===== config.mk =====
export PLATFORM = sky130hd
export DESIGN_NAME = http_request_line_parser_core
export DESIGN_NICKNAME = d
export VERILOG_FILES = /design/src/rtl/hrlp_pkg.sv /design/src/rtl/hrlp_front.sv /design/src/rtl/hrlp_queue.sv /design/src/rtl/hrlp_back.sv /design/src/rtl/http_request_line_parser_core.sv
export VERILOG_INCLUDE_DIRS = /design/src /design/src/rtl
export SDC_FILE = /design/constraint.sdc
export NUM_CORES = 1
export LEC_CHECK = 0
export ABC_AREA = 1
export BUFFER_PORTS_ARGS = -buffer_cell sky130_fd_sc_hd__buf_2
export CORE_MARGIN = 1.5
export CORE_UTILIZATION = 50
export DETAILED_ROUTE_END_ITERATION = 7
export GPL_TIMING_DRIVEN = 1
export MAX_ROUTING_LAYER = met4
export PLACE_DENSITY = 0.77
export SYNTH_ARGS = -nofsm -noshare
export SYNTH_HDL_FRONTEND = slang
export SYNTH_SLANG_ARGS = --single-unit

===== constraint.sdc =====
create_clock -name clk -period 4.6 [get_ports clk]
set_clock_uncertainty 0.1 [all_clocks]
set_input_delay 1.15 -clock clk [delete_from_list [all_inputs] [get_ports clk]]
set_output_delay 1.15 -clock clk [all_outputs]
set_load 0.02 [all_outputs]

===== src/rtl/http_request_line_parser_core_defines.svh =====
// assertion macros shared by the request line parser rtl
`ifndef HTTP_REQUEST_LINE_PARSER_CORE_DEFINES_SVH
`define HTTP_REQUEST_LINE_PARSER_CORE_DEFINES_SVH
`ifndef SYNTHESIS
`define HRLP_ASSERT_IMP(name, ante, cons) \
  name: assert property (@(posedge clk) disable iff (!rst_n) (ante) |-> (cons)) \
    else $error("hrlp same-cycle check failed");
`define HRLP_ASSERT_NXT(name, ante, cons) \
  name: assert property (@(posedge clk) disable iff (!rst_n) (ante) |=> (cons)) \
    else $error("hrlp next-cycle check failed");
`else
`define HRLP_ASSERT_IMP(name, ante, cons)
`define HRLP_ASSERT_NXT(name, ante, cons)
`endif
`endif


===== src/rtl/hrlp_pkg.sv =====
// types, codes and name tables of the request line parser
`default_nettype none
package hrlp_pkg;

  localparam int NMETH = 8;
  localparam int NVER  = 5;
  localparam int QDEPTH = 4;
  localparam int QAW    = 2;

  localparam logic [7:0] CH_SP = 8'h20;
  localparam logic [7:0] CH_CR = 8'h0D;
  localparam logic [7:0] CH_LF = 8'h0A;
  localparam logic [7:0] CH_NUL = 8'h00;

  localparam logic KIND_URI     = 1'b0;
  localparam logic KIND_SUMMARY = 1'b1;

  localparam logic [3:0] METHOD_UNDEF   = 4'd0;
  localparam logic [3:0] METHOD_UNKNOWN = 4'd9;
  localparam logic [2:0] VER_UNDEF      = 3'd0;
  localparam logic [2:0] VER_UNKNOWN    = 3'd6;

  localparam logic [1:0] STAT_OK         = 2'd0;
  localparam logic [1:0] STAT_NO_METHOD  = 2'd1;
  localparam logic [1:0] STAT_NO_URI     = 2'd2;
  localparam logic [1:0] STAT_NO_VERSION = 2'd3;

  localparam logic [3:0] POS_MAX = 4'd15;

  typedef enum logic [6:0] {
    PH_SKIP_METH = 7'b0000001,
    PH_METH      = 7'b0000010,
    PH_SKIP_URI  = 7'b0000100,
    PH_URI       = 7'b0001000,
    PH_SKIP_VER  = 7'b0010000,
    PH_VER       = 7'b0100000,
    PH_DONE      = 7'b1000000
  } hrlp_phase_t;

  // one queue entry: optional uri byte and optional end summary
  typedef struct packed {
    logic       uri_vld;
    logic [7:0] uri_char;
    logic       sum_vld;
    logic [3:0] method;
    logic [2:0] version;
    logic [1:0] status;
    logic [7:0] count;
  } hrlp_entry_t;

  // names left aligned, byte p at [63-8p -: 8]
  function automatic logic [63:0] meth_str(input logic [2:0] idx);
    logic [63:0] s;
    s = '0;
    case (idx)
      3'd0:    s = {"GET", 40'h0};
      3'd1:    s = {"HEAD", 32'h0};
      3'd2:    s = {"POST", 32'h0};
      3'd3:    s = {"PUT", 40'h0};
      3'd4:    s = {"DELETE", 16'h0};
      3'd5:    s = {"CONNECT", 8'h0};
      3'd6:    s = {"OPTIONS", 8'h0};
      3'd7:    s = {"TRACE", 24'h0};
      default: s = '0;
    endcase
    return s;
  endfunction

  function automatic logic [3:0] meth_len(input logic [2:0] idx);
    logic [3:0] n;
    n = 4'd0;
    case (idx)
      3'd0:    n = 4'd3;
      3'd1:    n = 4'd4;
      3'd2:    n = 4'd4;
      3'd3:    n = 4'd3;
      3'd4:    n = 4'd6;
      3'd5:    n = 4'd7;
      3'd6:    n = 4'd7;
      3'd7:    n = 4'd5;
      default: n = 4'd0;
    endcase
    return n;
  endfunction

  function automatic logic [63:0] ver_str(input logic [2:0] idx);
    logic [63:0] s;
    s = '0;
    case (idx)
      3'd0:    s = "HTTP/0.9";
      3'd1:    s = "HTTP/1.0";
      3'd2:    s = "HTTP/1.1";
      3'd3:    s = {"HTTP/2", 16'h0};
      3'd4:    s = {"HTTP/3", 16'h0};
      default: s = '0;
    endcase
    return s;
  endfunction

  function automatic logic [3:0] ver_len(input logic [2:0] idx);
    logic [3:0] n;
    n = 4'd0;
    case (idx)
      3'd0, 3'd1, 3'd2: n = 4'd8;
      3'd3, 3'd4:       n = 4'd6;
      default:          n = 4'd0;
    endcase
    return n;
  endfunction

  function automatic logic [7:0] str_byte(input logic [63:0] s, input logic [2:0] pos);
    return s[63 - 8*pos -: 8];
  endfunction

endpackage
`default_nettype wire


===== src/rtl/hrlp_front.sv =====
// front end: accepts bytes, tracks tokens and classifies method and version
`default_nettype none
module hrlp_front #(
  parameter int URI_MAX = 256
) (
  input  wire logic              clk,
  input  wire logic              rst_n,
  input  wire logic              in_valid,
  input  wire logic [7:0]        in_char_in,
  input  wire logic              in_end_of_line,
  output logic                   in_stall,
  input  wire logic              q_full,
  output logic                   push,
  output hrlp_pkg::hrlp_entry_t  push_entry
);

  localparam int CW = (URI_MAX > 2) ? $clog2(URI_MAX) : 1;
  localparam int EW = CW + 8;

  hrlp_pkg::hrlp_phase_t phase_r, phase_nxt;
  logic [hrlp_pkg::NMETH-1:0] mmask_r, mmask_nxt, mmask_step;
  logic [hrlp_pkg::NVER-1:0]  vmask_r, vmask_nxt, vmask_step;
  logic [3:0]    mpos_r, mpos_nxt;
  logic [3:0]    vpos_r, vpos_nxt;
  logic [CW-1:0] cnt_r, cnt_nxt;
  logic          ended_r, ended_nxt;

  logic          accept;
  logic          active, sp, crlf, emit, emit_ok;
  logic [EW-1:0] cnt_ext, cnt_nxt_ext;
  logic [3:0]    mcls;
  logic [2:0]    vcls;
  logic          mfound, vfound;

  assign in_stall = !rst_n || q_full;
  assign accept   = in_valid && !in_stall;

  assign active = !ended_r && (in_char_in != hrlp_pkg::CH_NUL);
  assign sp     = (in_char_in == hrlp_pkg::CH_SP);
  assign crlf   = (in_char_in == hrlp_pkg::CH_CR) || (in_char_in == hrlp_pkg::CH_LF);
  assign cnt_ext = {8'd0, cnt_r};

  // per-name match against the byte at the current position
  always_comb begin
    for (int i = 0; i < hrlp_pkg::NMETH; i++) begin
      mmask_step[i] = mmask_r[i] && (mpos_r < hrlp_pkg::meth_len(3'(i))) &&
        (hrlp_pkg::str_byte(hrlp_pkg::meth_str(3'(i)), mpos_r[2:0]) == in_char_in);
    end
    for (int i = 0; i < hrlp_pkg::NVER; i++) begin
      vmask_step[i] = vmask_r[i] && (vpos_r < hrlp_pkg::ver_len(3'(i))) &&
        (hrlp_pkg::str_byte(hrlp_pkg::ver_str(3'(i)), vpos_r[2:0]) == in_char_in);
    end
  end

  always_comb begin
    phase_nxt = phase_r;
    mmask_nxt = mmask_r;
    vmask_nxt = vmask_r;
    mpos_nxt  = mpos_r;
    vpos_nxt  = vpos_r;
    ended_nxt = ended_r;
    emit      = 1'b0;
    if (!ended_r && (in_char_in == hrlp_pkg::CH_NUL)) begin
      ended_nxt = 1'b1;
    end
    if (active) begin
      case (phase_r)
        hrlp_pkg::PH_SKIP_METH, hrlp_pkg::PH_METH: begin
          if (sp) begin
            if (phase_r == hrlp_pkg::PH_METH) phase_nxt = hrlp_pkg::PH_SKIP_URI;
          end else begin
            phase_nxt = hrlp_pkg::PH_METH;
            mmask_nxt = mmask_step;
            if (mpos_r != hrlp_pkg::POS_MAX) mpos_nxt = mpos_r + 4'd1;
          end
        end
        hrlp_pkg::PH_SKIP_URI, hrlp_pkg::PH_URI: begin
          if (sp) begin
            if (phase_r == hrlp_pkg::PH_URI) phase_nxt = hrlp_pkg::PH_SKIP_VER;
          end else begin
            phase_nxt = hrlp_pkg::PH_URI;
            emit      = 1'b1;
          end
        end
        hrlp_pkg::PH_SKIP_VER, hrlp_pkg::PH_VER: begin
          if (crlf) begin
            if (phase_r == hrlp_pkg::PH_VER) phase_nxt = hrlp_pkg::PH_DONE;
          end else begin
            phase_nxt = hrlp_pkg::PH_VER;
            vmask_nxt = vmask_step;
            if (vpos_r != hrlp_pkg::POS_MAX) vpos_nxt = vpos_r + 4'd1;
          end
        end
        default: begin
          phase_nxt = phase_r;
        end
      endcase
    end
  end

  assign emit_ok     = emit && (cnt_ext < EW'(URI_MAX - 1));
  assign cnt_nxt     = emit_ok ? cnt_r + CW'(1) : cnt_r;
  assign cnt_nxt_ext = {8'd0, cnt_nxt};

  // classification uses the state after this byte
  always_comb begin
    mcls   = hrlp_pkg::METHOD_UNKNOWN;
    mfound = 1'b0;
    for (int i = 0; i < hrlp_pkg::NMETH; i++) begin
      if (!mfound && mmask_nxt[i] && (mpos_nxt == hrlp_pkg::meth_len(3'(i)))) begin
        mfound = 1'b1;
        mcls   = 4'(i + 1);
      end
    end
    vcls   = hrlp_pkg::VER_UNKNOWN;
    vfound = 1'b0;
    for (int i = 0; i < hrlp_pkg::NVER; i++) begin
      if (!vfound && vmask_nxt[i] && (vpos_nxt == hrlp_pkg::ver_len(3'(i)))) begin
        vfound = 1'b1;
        vcls   = 3'(i + 1);
      end
    end
  end

  always_comb begin
    push_entry          = '0;
    push_entry.uri_vld  = emit_ok;
    push_entry.uri_char = in_char_in;
    push_entry.sum_vld  = in_end_of_line;
    push_entry.count    = (cnt_nxt_ext > EW'(255)) ? 8'hFF : cnt_nxt_ext[7:0];
    push_entry.method   = mcls;
    push_entry.version  = hrlp_pkg::VER_UNDEF;
    case (phase_nxt)
      hrlp_pkg::PH_SKIP_METH: begin
        push_entry.method = hrlp_pkg::METHOD_UNDEF;
        push_entry.status = hrlp_pkg::STAT_NO_METHOD;
      end
      hrlp_pkg::PH_METH, hrlp_pkg::PH_SKIP_URI: begin
        push_entry.status = hrlp_pkg::STAT_NO_URI;
      end
      hrlp_pkg::PH_URI, hrlp_pkg::PH_SKIP_VER: begin
        push_entry.status = hrlp_pkg::STAT_NO_VERSION;
      end
      default: begin
        push_entry.version = vcls;
        push_entry.status  = hrlp_pkg::STAT_OK;
      end
    endcase
  end

  assign push = accept && (emit_ok || in_end_of_line);

  always_ff @(posedge clk) begin
    if (!rst_n || (accept && in_end_of_line)) begin
      phase_r <= hrlp_pkg::PH_SKIP_METH;
      mmask_r <= '1;
      vmask_r <= '1;
      mpos_r  <= '0;
      vpos_r  <= '0;
      cnt_r   <= '0;
      ended_r <= 1'b0;
    end else if (accept) begin
      phase_r <= phase_nxt;
      mmask_r <= mmask_nxt;
      vmask_r <= vmask_nxt;
      mpos_r  <= mpos_nxt;
      vpos_r  <= vpos_nxt;
      cnt_r   <= cnt_nxt;
      ended_r <= ended_nxt;
    end
  end

endmodule
`default_nettype wire


===== src/rtl/hrlp_queue.sv =====
// short queue between the front end and the result stage
`default_nettype none
`include "http_request_line_parser_core_defines.svh"
module hrlp_queue (
  input  wire logic                  clk,
  input  wire logic                  rst_n,
  input  wire logic                  push,
  input  wire hrlp_pkg::hrlp_entry_t push_entry,
  output logic                       full,
  input  wire logic                  pop,
  output logic                       head_vld,
  output hrlp_pkg::hrlp_entry_t      head
);

  hrlp_pkg::hrlp_entry_t mem_r [hrlp_pkg::QDEPTH];
  logic [hrlp_pkg::QAW-1:0] wr_ptr_r, rd_ptr_r;
  logic [hrlp_pkg::QAW:0]   cnt_r, cnt_nxt;

  assign full     = (cnt_r == (hrlp_pkg::QAW+1)'(hrlp_pkg::QDEPTH));
  assign head_vld = (cnt_r != '0);
  assign head     = mem_r[rd_ptr_r];

  always_comb begin
    cnt_nxt = cnt_r;
    if (push && !pop) cnt_nxt = cnt_r + 1'b1;
    if (pop && !push) cnt_nxt = cnt_r - 1'b1;
  end

  always_ff @(posedge clk) begin
    if (push) mem_r[wr_ptr_r] <= push_entry;
  end

  always_ff @(posedge clk) begin
    if (!rst_n) begin
      wr_ptr_r <= '0;
      rd_ptr_r <= '0;
      cnt_r    <= '0;
    end else begin
      if (push) wr_ptr_r <= wr_ptr_r + 1'b1;
      if (pop)  rd_ptr_r <= rd_ptr_r + 1'b1;
      cnt_r <= cnt_nxt;
    end
  end

  `HRLP_ASSERT_IMP(a_pop_nonempty, pop, head_vld)
  `HRLP_ASSERT_NXT(a_cnt_grows, push && !pop, cnt_r == $past(cnt_r) + 1'b1)

endmodule
`default_nettype wire


===== src/rtl/hrlp_back.sv =====
// result stage: turns queue entries into one or two output transactions
`default_nettype none
`include "http_request_line_parser_core_defines.svh"
module hrlp_back (
  input  wire logic                  clk,
  input  wire logic                  rst_n,
  input  wire logic                  head_vld,
  input  wire hrlp_pkg::hrlp_entry_t head,
  output logic                       pop,
  output logic                       out_valid,
  input  wire logic                  out_stall,
  output logic                       out_kind,
  output logic [7:0]                 out_uri_char,
  output logic [3:0]                 out_method_code,
  output logic [2:0]                 out_version_code,
  output logic [1:0]                 out_parse_status,
  output logic [7:0]                 out_uri_count,
  output logic                       out_last_of_run
);

  logic       valid_r, valid_nxt;
  logic       uri_done_r, uri_done_nxt;
  logic       kind_r, kind_nxt;
  logic [7:0] char_r, char_nxt;
  logic [3:0] meth_r, meth_nxt;
  logic [2:0] ver_r, ver_nxt;
  logic [1:0] stat_r, stat_nxt;
  logic [7:0] cnt_r, cnt_nxt;
  logic       last_r, last_nxt;
  logic       slot_free, load, take_uri;

  assign slot_free = !valid_r || !out_stall;
  assign load      = slot_free && head_vld;
  assign take_uri  = head.uri_vld && !uri_done_r;
  // an entry with both results stays in the queue until its summary is loaded
  assign pop       = load && !(take_uri && head.sum_vld);

  always_comb begin
    valid_nxt    = slot_free ? head_vld : valid_r;
    uri_done_nxt = load ? (take_uri && head.sum_vld) : uri_done_r;
    kind_nxt     = kind_r;
    char_nxt     = char_r;
    meth_nxt     = meth_r;
    ver_nxt      = ver_r;
    stat_nxt     = stat_r;
    cnt_nxt      = cnt_r;
    last_nxt     = last_r;
    if (load) begin
      if (take_uri) begin
        kind_nxt = hrlp_pkg::KIND_URI;
        char_nxt = head.uri_char;
        meth_nxt = hrlp_pkg::METHOD_UNDEF;
        ver_nxt  = hrlp_pkg::VER_UNDEF;
        stat_nxt = hrlp_pkg::STAT_OK;
        cnt_nxt  = 8'd0;
        last_nxt = !head.sum_vld;
      end else begin
        kind_nxt = hrlp_pkg::KIND_SUMMARY;
        char_nxt = 8'd0;
        meth_nxt = head.method;
        ver_nxt  = head.version;
        stat_nxt = head.status;
        cnt_nxt  = head.count;
        last_nxt = 1'b1;
      end
    end
  end

  always_ff @(posedge clk) begin
    if (!rst_n) begin
      valid_r    <= 1'b0;
      uri_done_r <= 1'b0;
    end else begin
      valid_r    <= valid_nxt;
      uri_done_r <= uri_done_nxt;
    end
  end

  always_ff @(posedge clk) begin
    kind_r <= kind_nxt;
    char_r <= char_nxt;
    meth_r <= meth_nxt;
    ver_r  <= ver_nxt;
    stat_r <= stat_nxt;
    cnt_r  <= cnt_nxt;
    last_r <= last_nxt;
  end

  assign out_valid        = valid_r;
  assign out_kind         = kind_r;
  assign out_uri_char     = char_r;
  assign out_method_code  = meth_r;
  assign out_version_code = ver_r;
  assign out_parse_status = stat_r;
  assign out_uri_count    = cnt_r;
  assign out_last_of_run  = last_r;

  `HRLP_ASSERT_IMP(a_split_has_summary, uri_done_r, head_vld && head.sum_vld)
  `HRLP_ASSERT_NXT(a_split_marked, load && take_uri && head.sum_vld, uri_done_r)

endmodule
`default_nettype wire


===== src/rtl/http_request_line_parser_core.sv =====
// HTTP request line parser: byte stream in, URI bytes and line summary out
//
// Input channel: one byte per transaction (in_char_in) with in_end_of_line on
// the last byte of a line. The method and version tokens are matched on the
// fly; URI bytes are forwarded as kind 0 results, up to URI_MAX-1 per line.
// The last byte of a line also yields a kind 1 summary with method, version,
// URI byte count and parse status; the parser then restarts for a new line.
// Each result passes through the queue and then the output register to out_*.
// Throughput: one byte per cycle while in_stall is low; a final byte that also
// carries a URI byte produces two results, one after the other on out_*.
// A four-entry queue separates the byte front end from the output stage, so
// bytes keep flowing while out_stall holds a result; out of reset, in_stall
// rises only when that queue is full. The held output transaction does not
// change under stall. Reset (rst_n low, synchronous) empties the queue, drops
// out_valid, returns the parser to the start of a line and holds in_stall high.
`default_nettype none
module http_request_line_parser_core #(
  parameter int URI_MAX = 256
) (
  input  wire logic       clk,
  input  wire logic       rst_n,
  input  wire logic       in_valid,
  output logic            in_stall,
  input  wire logic [7:0] in_char_in,
  input  wire logic       in_end_of_line,
  output logic            out_valid,
  input  wire logic       out_stall,
  output logic            out_kind,
  output logic [7:0]      out_uri_char,
  output logic [3:0]      out_method_code,
  output logic [2:0]      out_version_code,
  output logic [1:0]      out_parse_status,
  output logic [7:0]      out_uri_count,
  output logic            out_last_of_run
);

  logic                  q_full, q_push, q_pop, q_head_vld;
  hrlp_pkg::hrlp_entry_t q_push_entry, q_head;

  hrlp_front #(
    .URI_MAX(URI_MAX)
  ) u_front (
    .clk            (clk),
    .rst_n          (rst_n),
    .in_valid       (in_valid),
    .in_char_in     (in_char_in),
    .in_end_of_line (in_end_of_line),
    .in_stall       (in_stall),
    .q_full         (q_full),
    .push           (q_push),
    .push_entry     (q_push_entry)
  );

  hrlp_queue u_queue (
    .clk        (clk),
    .rst_n      (rst_n),
    .push       (q_push),
    .push_entry (q_push_entry),
    .full       (q_full),
    .pop        (q_pop),
    .head_vld   (q_head_vld),
    .head       (q_head)
  );

  hrlp_back u_back (
    .clk              (clk),
    .rst_n            (rst_n),
    .head_vld         (q_head_vld),
    .head             (q_head),
    .pop              (q_pop),
    .out_valid        (out_valid),
    .out_stall        (out_stall),
    .out_kind         (out_kind),
    .out_uri_char     (out_uri_char),
    .out_method_code  (out_method_code),
    .out_version_code (out_version_code),
    .out_parse_status (out_parse_status),
    .out_uri_count    (out_uri_count),
    .out_last_of_run  (out_last_of_run)
  );

endmodule
`default_nettype wire


==> flow_metrics.py, run 1 <==
metrics = {
    "drt": {
        "drt-initial-drc-count": 610,
        "route.detailed.drc": 0,
        "drt-total-wl_mm": 20.7,
        "vias": 7150,
        "antenna_left": 0,
        "wl_per_cell_um": 15.9,
        "viasPerCell": 5.49,
        "firstDrtPassIters": 5,
    },
    "place": {
        "io_buffers": 41,
        "dp.cells": 1270,
        "place_congestion": 1.00,
        "placed_area_um2": 9740,
        "place_ws_ns": 0.896,
        "hpwl_mm": 14.1,
    },
    "cts": {
        "cts_resized": 0,
        "cts_sinks": 183,
        "cts_root_buf": "clkbuf_16",
        "cts_setup_buffers": 0,
        "cts_tree": "done",
        "htreeDepth": 4,
        "cts_buffers": 17,
        "cts_buffer_depth": 2,
        "insertion_delay_ns": 0.44,
        "cts_hold_buffers": 0,
        "clk_pin_slew_ns": 0.07,
    },
    "worst_setup_path": {
        "start_kind": "input pin",
        "critPathCaptureType": "register",
        "crit_path_max_fanout": 17,
        "crit_type": "in -> reg",
        "crit_chain": "buf_2 > nor2_4 > nand2_4 > o21ai_4 > nor3_4 > nand2_1 > nand2_1 > inv_1 > ha_1 > inv_1 > fa_1 > a21oi_1 > o21ai_0 > o21ai_0 > a21oi_1",
        "cp.required_ns": 4.83,
        "max_stage_delay_ns": 0.37,
        "critical-path-slowest-cell": "fa_1",
        "arrival_ns": 3.51,
    },
    "floorplanning": {
        "rows": 49,
        "fp.coreArea_um2": 18000,
        "start_util_pct": 51.3,
        "die_h_um": 139,
        "die_w_um": 139,
        "die-area_um2": 19300,
        "ios": 42,
    },
    "global_route": {
        "grtUsageMet3_pct": 4.01,
        "grt-ovfl-total": 0,
        "grt_max_degree": 55,
        "globalRouteTotalUtil_pct": 22.7,
        "grt_pass1_vias": 6762,
        "antenna_found_initial": 0,
        "grt_pass1_wl_mm": 33.6,
        "grtUsageMet1_pct": 27.8,
        "gr-max-usage-layer": "met2",
        "use_met2_pct": 37.4,
    },
    "synthesis": {
        "synth_seq_area_share_pct": 54.2,
        "synth_edf_count": 135,
        "syn_inst": 1020,
        "syn_avg_cell_area_um2": 9.07,
        "syn_nets": 1052,
        "post_synth_num_cell_types": 53,
        "synth_top_flop_cell": "edfxtp_1",
        "ys_seq_elements": 183,
        "netlist_area_um2": 9250,
        "synth_warnings": 0,
        "async_flop_share_pct": 0,
    },
    "finish": {
        "fin_nets": 1092,
        "areaGrowthSynthToFinish_pct": 11.8,
        "final_cell_area_um2": 10300,
        "fillers": 1526,
        "final_cell_mix": "nand2_1 (160), edfxtp_1 (135), nor2_1 (129)",
        "mostFrequentLayoutCell": "nand2_1",
        "stdcell_count": 1302,
        "seqCellArea_um2": 5010,
        "final_layout_size_suffix_gt1_share_pct": 14.6,
        "antennaDiodeCount": 0,
        "multi_input_area_um2": 3610,
    },
    "timing": {
        "setup_viol": 0,
        "fin_tns_setup_ns": 0,
        "finalHoldViolCount": 0,
        "slew_headroom_pct": 62.7,
        "slew_viol_final": 0,
        "min_period_over_period_pct": 71.5,
        "hold_slack_ns": 0.355,
        "period_minus_slack_ns": 3.29,
        "fin_ws_ns": 1.31,
        "rsz0062_at_grt": "no",
        "fmax_ghz": 0.304,
        "tightest_slew_ns": 0.556,
    },
    "power_and_ir_drop": {
        "p_sw_share_pct": 36.2,
        "sequentialPowerShare_pct": 40.8,
        "power_density_nw_per_um2": 520,
        "pwr-share-clk_pct": 26.9,
        "switching_power_mw": 1.95,
        "p_comb_share_pct": 32.3,
        "intPower_mw": 3.43,
        "worst_ir_drop_vdd_v": 0.000736,
        "leakage_nw": 4.33,
    },
    "hold_path": {
        "holdCritPathClass": "reg -> reg",
    },
    "job": {
        "cap_violations": 0,
    },
    "run_status": {
        "outcome": "complete, no violations",
    },
}
## kinds of logic (layout without fill, tap and decap cells)
group | after synthesis | count (layout) | share of synthesized area [%]
simple gates | 416 | 416 | 20.9
xor+xnor | 27 | 27 | 2.56
buf+inv | 162 | 215 | 6.99
flops | 183 | 183 | 54.2
fa+ha+maj | 19 | 19 | 2.65
compound gates | 213 | 213 | 12.7
## routing by layer
layer,up-vias,share of wire (%)
met4,0,2.3
met1,3343,44
met5,-,0
li1,3522,-
met3,38,5.5
met2,247,48
## through the flow
step                power (mW)  util [%]
floorplan                 3.45         -
global placement          3.91      54.0
detailed placement        3.95      54.0
CTS                       5.39      57.4
global route              5.67      57.4
finish                    5.38      57.4
## flip-flops by register name, summed over array words and instances, names as in the netlist, 2 cells and up, named ones only
register                 cells
u_back.out_uri_count         8
u_back.out_parse_status      2
u_front.phase_r              7
u_back.out_uri_char          8
u_back.out_method_code       4
u_front.vmask_r              5
u_queue.cnt_r                3
u_front.mpos_r               4
u_back.out_version_code      3
u_front.vpos_r               4
u_front.mmask_r              8
u_front.cnt_r                8
u_queue.rd_ptr_r             2
u_queue.mem_r              108
u_queue.wr_ptr_r             2
## critical path, delay by kind of cell
kind | cells | cell delay (ns)
adders and majority gates | 2 | 0.57
AOI/OAI and AO/OA | 5 | 0.69
buffers and inverters | 3 | 0.52
and+or+nand+nor | 5 | 0.56
## power by group through the flow
stage | Sequential (mW) | Clock, mW | Combinational, mW
finish | 2.19 | 1.45 | 1.73
global route | 2.21 | 1.52 | 1.93
CTS | 2.19 | 1.46 | 1.73
detailed placement | 2.23 | 0 | 1.72
global placement | 2.22 | 0 | 1.69
floorplan | 2.40 | 0 | 1.05
## synth_stat cells (2+ instances only)
| cell type | n | share of area [%] |
|---|---|---|
| xnor2_1 | 3 | 0.28 |
| nor2_1 | 133 | 5.4 |
| clkbuf_1 | 22 | 0.89 |
| o21bai_1 | 2 | 0.16 |
| nand2_1 | 160 | 6.5 |
| inv_2 | 13 | 0.53 |
| a211o_1 | 2 | 0.19 |
| nand4_1 | 11 | 0.74 |
| o21ai_0 | 107 | 5.8 |
| buf_4 | 2 | 0.16 |
| o211ai_1 | 2 | 0.16 |
| clkinv_1 | 3 | 0.12 |
| xor2_1 | 24 | 2.3 |
| inv_1 | 109 | 4.4 |
| buf_1 | 3 | 0.12 |
| nor2_8 | 2 | 0.43 |
| nor3_2 | 4 | 0.43 |
| o31ai_1 | 3 | 0.24 |
| nand3b_1 | 3 | 0.24 |
| nand4_2 | 2 | 0.27 |
| nor2_2 | 14 | 0.95 |
| dfxtp_1 | 48 | 10 |
| a211oi_1 | 2 | 0.16 |
| nand2_2 | 9 | 0.61 |
| buf_2 | 7 | 0.38 |
| nand3_2 | 5 | 0.54 |
| nand3_1 | 52 | 2.8 |
| o21ai_1 | 6 | 0.32 |
| edfxtp_1 | 135 | 44 |
| a21oi_1 | 58 | 3.1 |
| o22ai_1 | 21 | 1.4 |
| nor2_4 | 7 | 0.85 |
| ha_1 | 18 | 2.4 |
| nor3_1 | 7 | 0.38 |
| buf_6 | 3 | 0.37 |
## final timing paths
check | start | end | slack [ns] | cells after the start
worst max-delay path | in_char_in[0] | u_queue.cnt_r[2] | 1.31 | 15
worst max register to register | u_front.vpos_r[0] | u_queue.mem_r[3][10] | 1.53 | 17
worst min-delay path | u_front.vmask_r[2] | u_front.vmask_r[2] | 0.36 | 1
worst min register to register | u_front.vmask_r[2] | u_front.vmask_r[2] | 0.36 | 1
## area by class of cell
class | count | share of cell area, %
repair buffers | 58 | 3.46
clock inverters | 15 | 1.65
well taps | 229 | 2.77
inverters | 125 | 4.54
clock buffers | 17 | 4.12
flip-flops and latches | 183 | 48.5
multi-input cells | 675 | 35.0
Note: power is estimated with default switching activity, not from simulation.
==> run 2, diff against run 1 <==
--- a/config.mk
+++ b/config.mk
@@ -6,7 +6,7 @@
 export SDC_FILE = /design/constraint.sdc
 export NUM_CORES = 1
 export LEC_CHECK = 0
-export ABC_AREA = 1
+export ABC_AREA = 0
 export BUFFER_PORTS_ARGS = -buffer_cell sky130_fd_sc_hd__buf_2
 export CORE_MARGIN = 1.5
 export CORE_UTILIZATION = 50
==> constraint.sdc (replaced) <==
create_clock -name clk -period 3.4 [get_ports clk]
set_clock_uncertainty 0.1 [all_clocks]
set_input_delay 0.85 -clock clk [delete_from_list [all_inputs] [get_ports clk]]
set_output_delay 0.85 -clock clk [all_outputs]
set_load 0.02 [all_outputs]
==> flow_metrics.py, run 2 <==
metrics = {
    "synthesis": {
        "async_flop_share_pct": 0,
        "yosys-top-cells-area": "edfxtp_1 (44%), dfxtp_1 (11%), mux4_2 (6.4%), xnor2_1 (3.1%), and2_1 (2.9%)",
        "syn_avg_cell_area_um2": 11.8,
        "post_synth_num_cell_types": 69,
        "syn_nets": 805,
        "synth_top_flop_cell": "edfxtp_1",
        "synth_commonest_cells": "edfxtp_1 (135), nand2_1 (56), dfxtp_1 (48), nor2_1 (48), and2_1 (42)",
        "synth_warnings": 0,
        "synth_seq_area_share_pct": 54.9,
        "netlist_area_um2": 9140,
        "synth_top_area_share_pct": 44.3,
        "synth_most_common_cell": "edfxtp_1",
        "synth_edf_count": 135,
        "ys_seq_elements": 183,
        "synth_top_area_cell": "edfxtp_1",
        "syn_inst": 773,
    },
    "global_route": {
        "use_met2_pct": 36.9,
        "antenna_found_initial": 0,
        "grt_pass1_vias": 6356,
        "grtUsageMet1_pct": 28.3,
        "grt_max_degree": 29,
        "grt-ovfl-total": 0,
        "gr-max-usage-layer": "met2",
        "globalRouteTotalUtil_pct": 22.3,
        "grtUsageMet3_pct": 3.26,
        "grt_pass1_wl_mm": 32.6,
    },
    "hold_path": {
        "holdCritStartpoint": "u_front.mmask_r[4]",
        "whs_endpoint": "u_front.mmask_r[4]",
        "holdCritPathClass": "reg -> reg",
        "holdPathStages": 2,
    },
    "cts": {
        "clk_pin_slew_ns": 0.07,
        "cts_buffer_depth": 2,
        "cts_sinks": 183,
        "cts_buffers": 17,
        "cts_root_buf": "clkbuf_16",
        "insertion_delay_ns": 0.42,
        "cts_tree": "done",
        "htreeDepth": 4,
    },
    "floorplanning": {
        "rows": 49,
        "die_h_um": 138,
        "die_w_um": 138,
        "ios": 42,
        "fp.coreArea_um2": 18000,
        "start_util_pct": 50.9,
        "die-area_um2": 19100,
    },
    "worst_setup_path": {
        "cp_num_buf_inv": 1,
        "start_kind": "input pin",
        "reg2reg_slack_ns": 0.17,
        "r2r_cells": 9,
        "crit_chain": "buf_2 > nor4_2 > a21oi_1 > nand3_1 > xnor2_2 > mux2_2 > and3b_1 > nor4_1 > o31a_1",
        "cp_top_family": "simple AND/OR/NAND/NOR gates",
        "r2r-end": "u_queue.mem_r[2][7]",
        "arrival_ns": 3.41,
        "crit_path_max_fanout": 8,
        "max_stage_delay_ns": 0.54,
        "r2r_start": "u_front.phase_r[4]",
        "critPathCaptureType": "register",
        "critical-path-slowest-cell": "a21oi_1",
        "crit_type": "in -> reg",
        "cp.required_ns": 3.56,
    },
    "drt": {
        "vias": 6474,
        "wl_per_cell_um": 17.8,
        "firstDrtPassIters": 5,
        "drt-initial-drc-count": 521,
        "drt-total-wl_mm": 20.0,
        "antenna_left": 0,
        "route.detailed.drc": 0,
        "viasPerCell": 5.76,
    },
    "finish": {
        "areaGrowthSynthToFinish_pct": 18.2,
        "fin_nets": 913,
        "antennaDiodeCount": 0,
        "final_layout_size_suffix_gt1_share_pct": 24.0,
        "largest_register": "u_queue.mem_r",
        "final_cell_area_um2": 10800,
        "final_cell_mix": "edfxtp_1 (135), buf_4 (90), nand2_1 (56)",
        "multi_input_area_um2": 3850,
        "fillers": 1393,
        "seqCellArea_um2": 5020,
        "largest_reg_flops": 108,
        "mostFrequentLayoutCell": "edfxtp_1",
    },
    "timing": {
        "fmax_ghz": 0.307,
        "rsz0062_at_grt": "no",
        "slew_headroom_pct": 54.3,
        "finalHoldViolCount": 0,
        "min_period_over_period_pct": 95.7,
        "fin_tns_setup_ns": 0,
        "tightest_slew_ns": 0.685,
        "setup_viol": 0,
        "period_minus_slack_ns": 3.25,
        "slew_viol_final": 0,
    },
    "place": {
        "io_buffers": 41,
        "placed_area_um2": 10200,
        "place_congestion": 0.917,
        "hpwl_mm": 13.8,
    },
    "power_and_ir_drop": {
        "leakage_nw": 3.89,
        "worst_ir_drop_vdd_v": 0.000410,
        "power_density_nw_per_um2": 614,
    },
    "run_status": {
        "outcome": "complete, no violations",
    },
    "job": {
        "cap_violations": 0,
    },
}
## run 2: power breakdown
part | internal, mW | switching [mW]
Combinational | 0.776 | 1.12
Clock | 0.972 | 0.889
Sequential | 2.78 | 0.0999
Total | 4.52 | 2.11
## run 2: worst reg2reg max path, delay by kind of cell (launching register included)
family | cells | cell delay (ns)
AO/OA/AOI/OAI | 1 | 0.37
XOR/XNOR | 1 | 0.31
buffers and inverters | 2 | 0.40
flip-flops | 1 | 0.32
AND/OR/NAND/NOR | 5 | 1.53
## run 2: worst max path at each step
stage	startpoint	endpoint	slack [ns]	depth (start not counted)
2_1_floorplan	out_stall	u_queue.cnt_r[2]	0.02	8
4_1_cts	u_front.mpos_r[0]	u_queue.mem_r[2][15]	0.1	10
3_3_place_gp	in_char_in[4]	u_queue.mem_r[0][13]	-0.16	11
3_5_place_dp	in_char_in[2]	u_queue.mem_r[1][11]	-0.22	11
6_report	in_char_in[1]	u_queue.mem_r[0][14]	0.15	9
5_1_grt	in_char_in[1]	u_queue.mem_r[3][14]	0.003	9
## run 2: per-stage QoR
step	setup WS [ns]	hold slack (ns)	std cells	total power [mW]	util, %
global placement	-0.162	0.326	1090	4.76	56.8
CTS	0.0969	0.345	1122	6.66	60.0
floorplan	0.0208	0.317	773	4.10	-
detailed placement	-0.223	0.333	1090	4.80	56.8
finish	0.147	0.349	1123	6.64	60.2
global route	0.00285	0.382	1123	6.95	60.2
## run 2: what timing repair did
| item | in CTS | in global routing |
|---|---|---|
| setup buffers | 0 | 1 |
| hold buffers | 0 | 0 |
| resized for setup | 0 | 2 |
| setup endpoints to repair | 0 | 20 |
## run 2: final cells by class
class,count,area share [%]
Sequential cell,183,46.4
Multi-Input combinational cell,516,35.6
Timing Repair Buffer,136,9.08
Clock buffer,18,3.97
Tap cell,229,2.65
Clock inverter,14,1.31
Inverter,27,0.938
## run 2: per-layer routing
metal  part of all wire [%]  wire length [µm]
met1                     43              8590
met2                     50              9990
met5                      0                 0
met3                    5.5              1100
met4                    1.7               349
## run 2: cell families after synthesis
group                      Yosys count  synth area share [%]
DFF                                183                  54.9
and+or+nand+nor                    269                  15.8
muxes                               37                  7.66
AOI/OAI and AO/OA                  135                  10.3
xor gates and xnor gates            56                  5.45
adders and majority gates           19                  2.68
buffers and inverters               74                  3.24
==> run 3, diff against run 2 <==
--- a/config.mk
+++ b/config.mk
@@ -6,7 +6,7 @@
 export SDC_FILE = /design/constraint.sdc
 export NUM_CORES = 1
 export LEC_CHECK = 0
-export ABC_AREA = 0
+export ABC_AREA = 1
 export BUFFER_PORTS_ARGS = -buffer_cell sky130_fd_sc_hd__buf_2
 export CORE_MARGIN = 1.5
 export CORE_UTILIZATION = 50
==> constraint.sdc (replaced) <==
create_clock -name clk -period 3.3 [get_ports clk]
set_clock_uncertainty 0.1 [all_clocks]
set_input_delay 0.825 -clock clk [delete_from_list [all_inputs] [get_ports clk]]
set_output_delay 0.825 -clock clk [all_outputs]
set_load 0.02 [all_outputs]
==> flow_metrics.py, run 3 (synthesis gave the netlist of run 1 again) <==
metrics = {
    "run_status": {
        "outcome": "complete, no violations",
    },
    "hold_path": {
        "holdCritPathClass": "reg -> reg",
    },
    "floorplanning": {
        "die_w_um": 139,
        "die-area_um2": 19300,
        "rows": 49,
        "fp.coreArea_um2": 18000,
        "ios": 42,
        "start_util_pct": 51.3,
        "die_h_um": 139,
    },
    "cts": {
        "htreeDepth": 4,
        "cts_buffers": 17,
        "clk_pin_slew_ns": 0.07,
        "cts_buffer_depth": 2,
        "cts_sinks": 183,
        "cts_setup_buffers": 0,
        "cts_hold_buffers": 0,
        "cts_tree": "done",
        "insertion_delay_ns": 0.44,
        "cts_resized": 0,
        "cts_root_buf": "clkbuf_16",
    },
    "timing": {
        "fmax_ghz": 0.346,
        "hold_slack_ns": 0.353,
        "setup_viol": 0,
        "rsz0062_at_grt": "no",
        "finalHoldViolCount": 0,
        "slew_headroom_pct": 61.3,
        "slew_viol_final": 0,
        "min_period_over_period_pct": 87.5,
        "period_minus_slack_ns": 2.89,
        "fin_tns_setup_ns": 0,
        "tightest_slew_ns": 0.574,
    },
    "place": {
        "placed_area_um2": 9820,
        "io_buffers": 41,
        "place_congestion": 0.955,
        "hpwl_mm": 14.2,
    },
    "finish": {
        "final_layout_size_suffix_gt1_share_pct": 15.5,
        "final_cell_area_um2": 10400,
        "fillers": 1503,
        "fin_nets": 1106,
        "mostFrequentLayoutCell": "nand2_1",
        "largest_register": "u_queue.mem_r",
        "final_cell_mix": "nand2_1 (160), edfxtp_1 (135), nor2_1 (129)",
        "largest_reg_flops": 108,
        "areaGrowthSynthToFinish_pct": 12.4,
        "final_core_util_pct": 57.7,
        "antennaDiodeCount": 0,
    },
    "power_and_ir_drop": {
        "leakage_nw": 4.38,
        "worst_ir_drop_vdd_v": 0.000996,
        "power_density_nw_per_um2": 720,
    },
    "worst_setup_path": {
        "start_kind": "register",
        "crit_chain": "inv_1 > ha_1 > inv_1 > o21ai_0 > inv_1 > nand3_1 > nand3_1 > nor2_1 > nand3b_1 > a21boi_0 > nand3_1 > nand2_1 > nor2_1 > nor2_1",
        "cp.required_ns": 3.45,
        "critPathCaptureType": "register",
        "crit_type": "reg -> reg",
        "cp_num_buf_inv": 3,
        "cp_top_family": "simple AND/OR/NAND/NOR gates",
        "critical-path-slowest-cell": "dfxtp_1",
        "crit_path_max_fanout": 8,
        "max_stage_delay_ns": 0.51,
        "arrival_ns": 3.04,
    },
    "global_route": {
        "grt_pass1_wl_mm": 34.1,
        "antenna_found_initial": 0,
        "globalRouteTotalUtil_pct": 22.8,
        "grt_pass1_vias": 7061,
        "grt_max_degree": 37,
        "grt-ovfl-total": 0,
    },
    "drt": {
        "route.detailed.drc": 0,
        "antenna_left": 0,
        "drt-total-wl_mm": 20.9,
        "viasPerCell": 5.49,
        "vias": 7225,
        "firstDrtPassIters": 8,
        "wl_per_cell_um": 15.8,
        "drt-initial-drc-count": 661,
    },
    "job": {
        "cap_violations": 0,
    },
}
## run 3: cell types whose count changed in the layout (fill, tap and decap cells not counted), moves of 32 or more
cell,before,now
o21ai_0,25,107
inv_1,27,109
buf_4,90,31
nand2_1,56,160
a21oi_1,26,58
and2_1,42,0
nor2_1,48,129
## run 3: metal layers
layer | part of all wire [%] | vias up | wire (µm) | global-route usage [%]
met3 | 4.5 | 49 | 940 | 3.76
met4 | 2.7 | 0 | 573 | 9.59
met1 | 42 | 3401 | 8810 | 26.7
met2 | 50 | 234 | 10500 | 39.0
li1 | - | 3541 | - | -
met5 | 0 | - | 0 | -
## run 3: worst register-to-register path: stages (launching register included)
cell and delay [ns]:
dfxtp_1 0.51, inv_1 0.11, ha_1 0.34, inv_1 0.07, o21ai_0 0.21, inv_1 0.11
nand3_1 0.08, nand3_1 0.09, nor2_1 0.23, nand3b_1 0.15, a21boi_0 0.25, nand3_1 0.14
nand2_1 0.07, nor2_1 0.04, nor2_1 0.22
## run 3: worst paths after layout
path                                    startpoint                    to  slack [ns]  cells past startpoint
worst min-delay path            u_front.mmask_r[4]    u_front.mmask_r[4]        0.35                      2
worst min register to register  u_front.mmask_r[4]    u_front.mmask_r[4]        0.35                      2
worst max-delay path             u_front.vpos_r[1]  u_queue.mem_r[1][10]        0.41                     14
worst max register to register   u_front.vpos_r[1]  u_queue.mem_r[1][10]        0.41                     14
## run 3: through the flow
step	instances	setup slack [ns]	total power, mW
floorplan	1020	-0.274	4.81
global placement	1284	0.246	5.45
detailed placement	1284	0.152	5.52
CTS	1316	0.486	7.52
global route	1316	0.0564	7.91
finish	1316	0.413	7.48
## run 3: layout make-up
type	count	area, µm²	share of cell area [%]
clock inverter	8	85.1	0.818
clock buffer	24	493	4.74
inverter	125	469	4.51
tap	229	287	2.76
multi-input combinational	675	3610	34.7
timing repair buffer	72	438	4.21
sequential	183	5010	48.2
## run 3: report_power, final
part,internal [mW],switching (mW)
clock,1.14,0.857
combinational,0.719,1.70
sequential,2.95,0.122
total,4.81,2.68
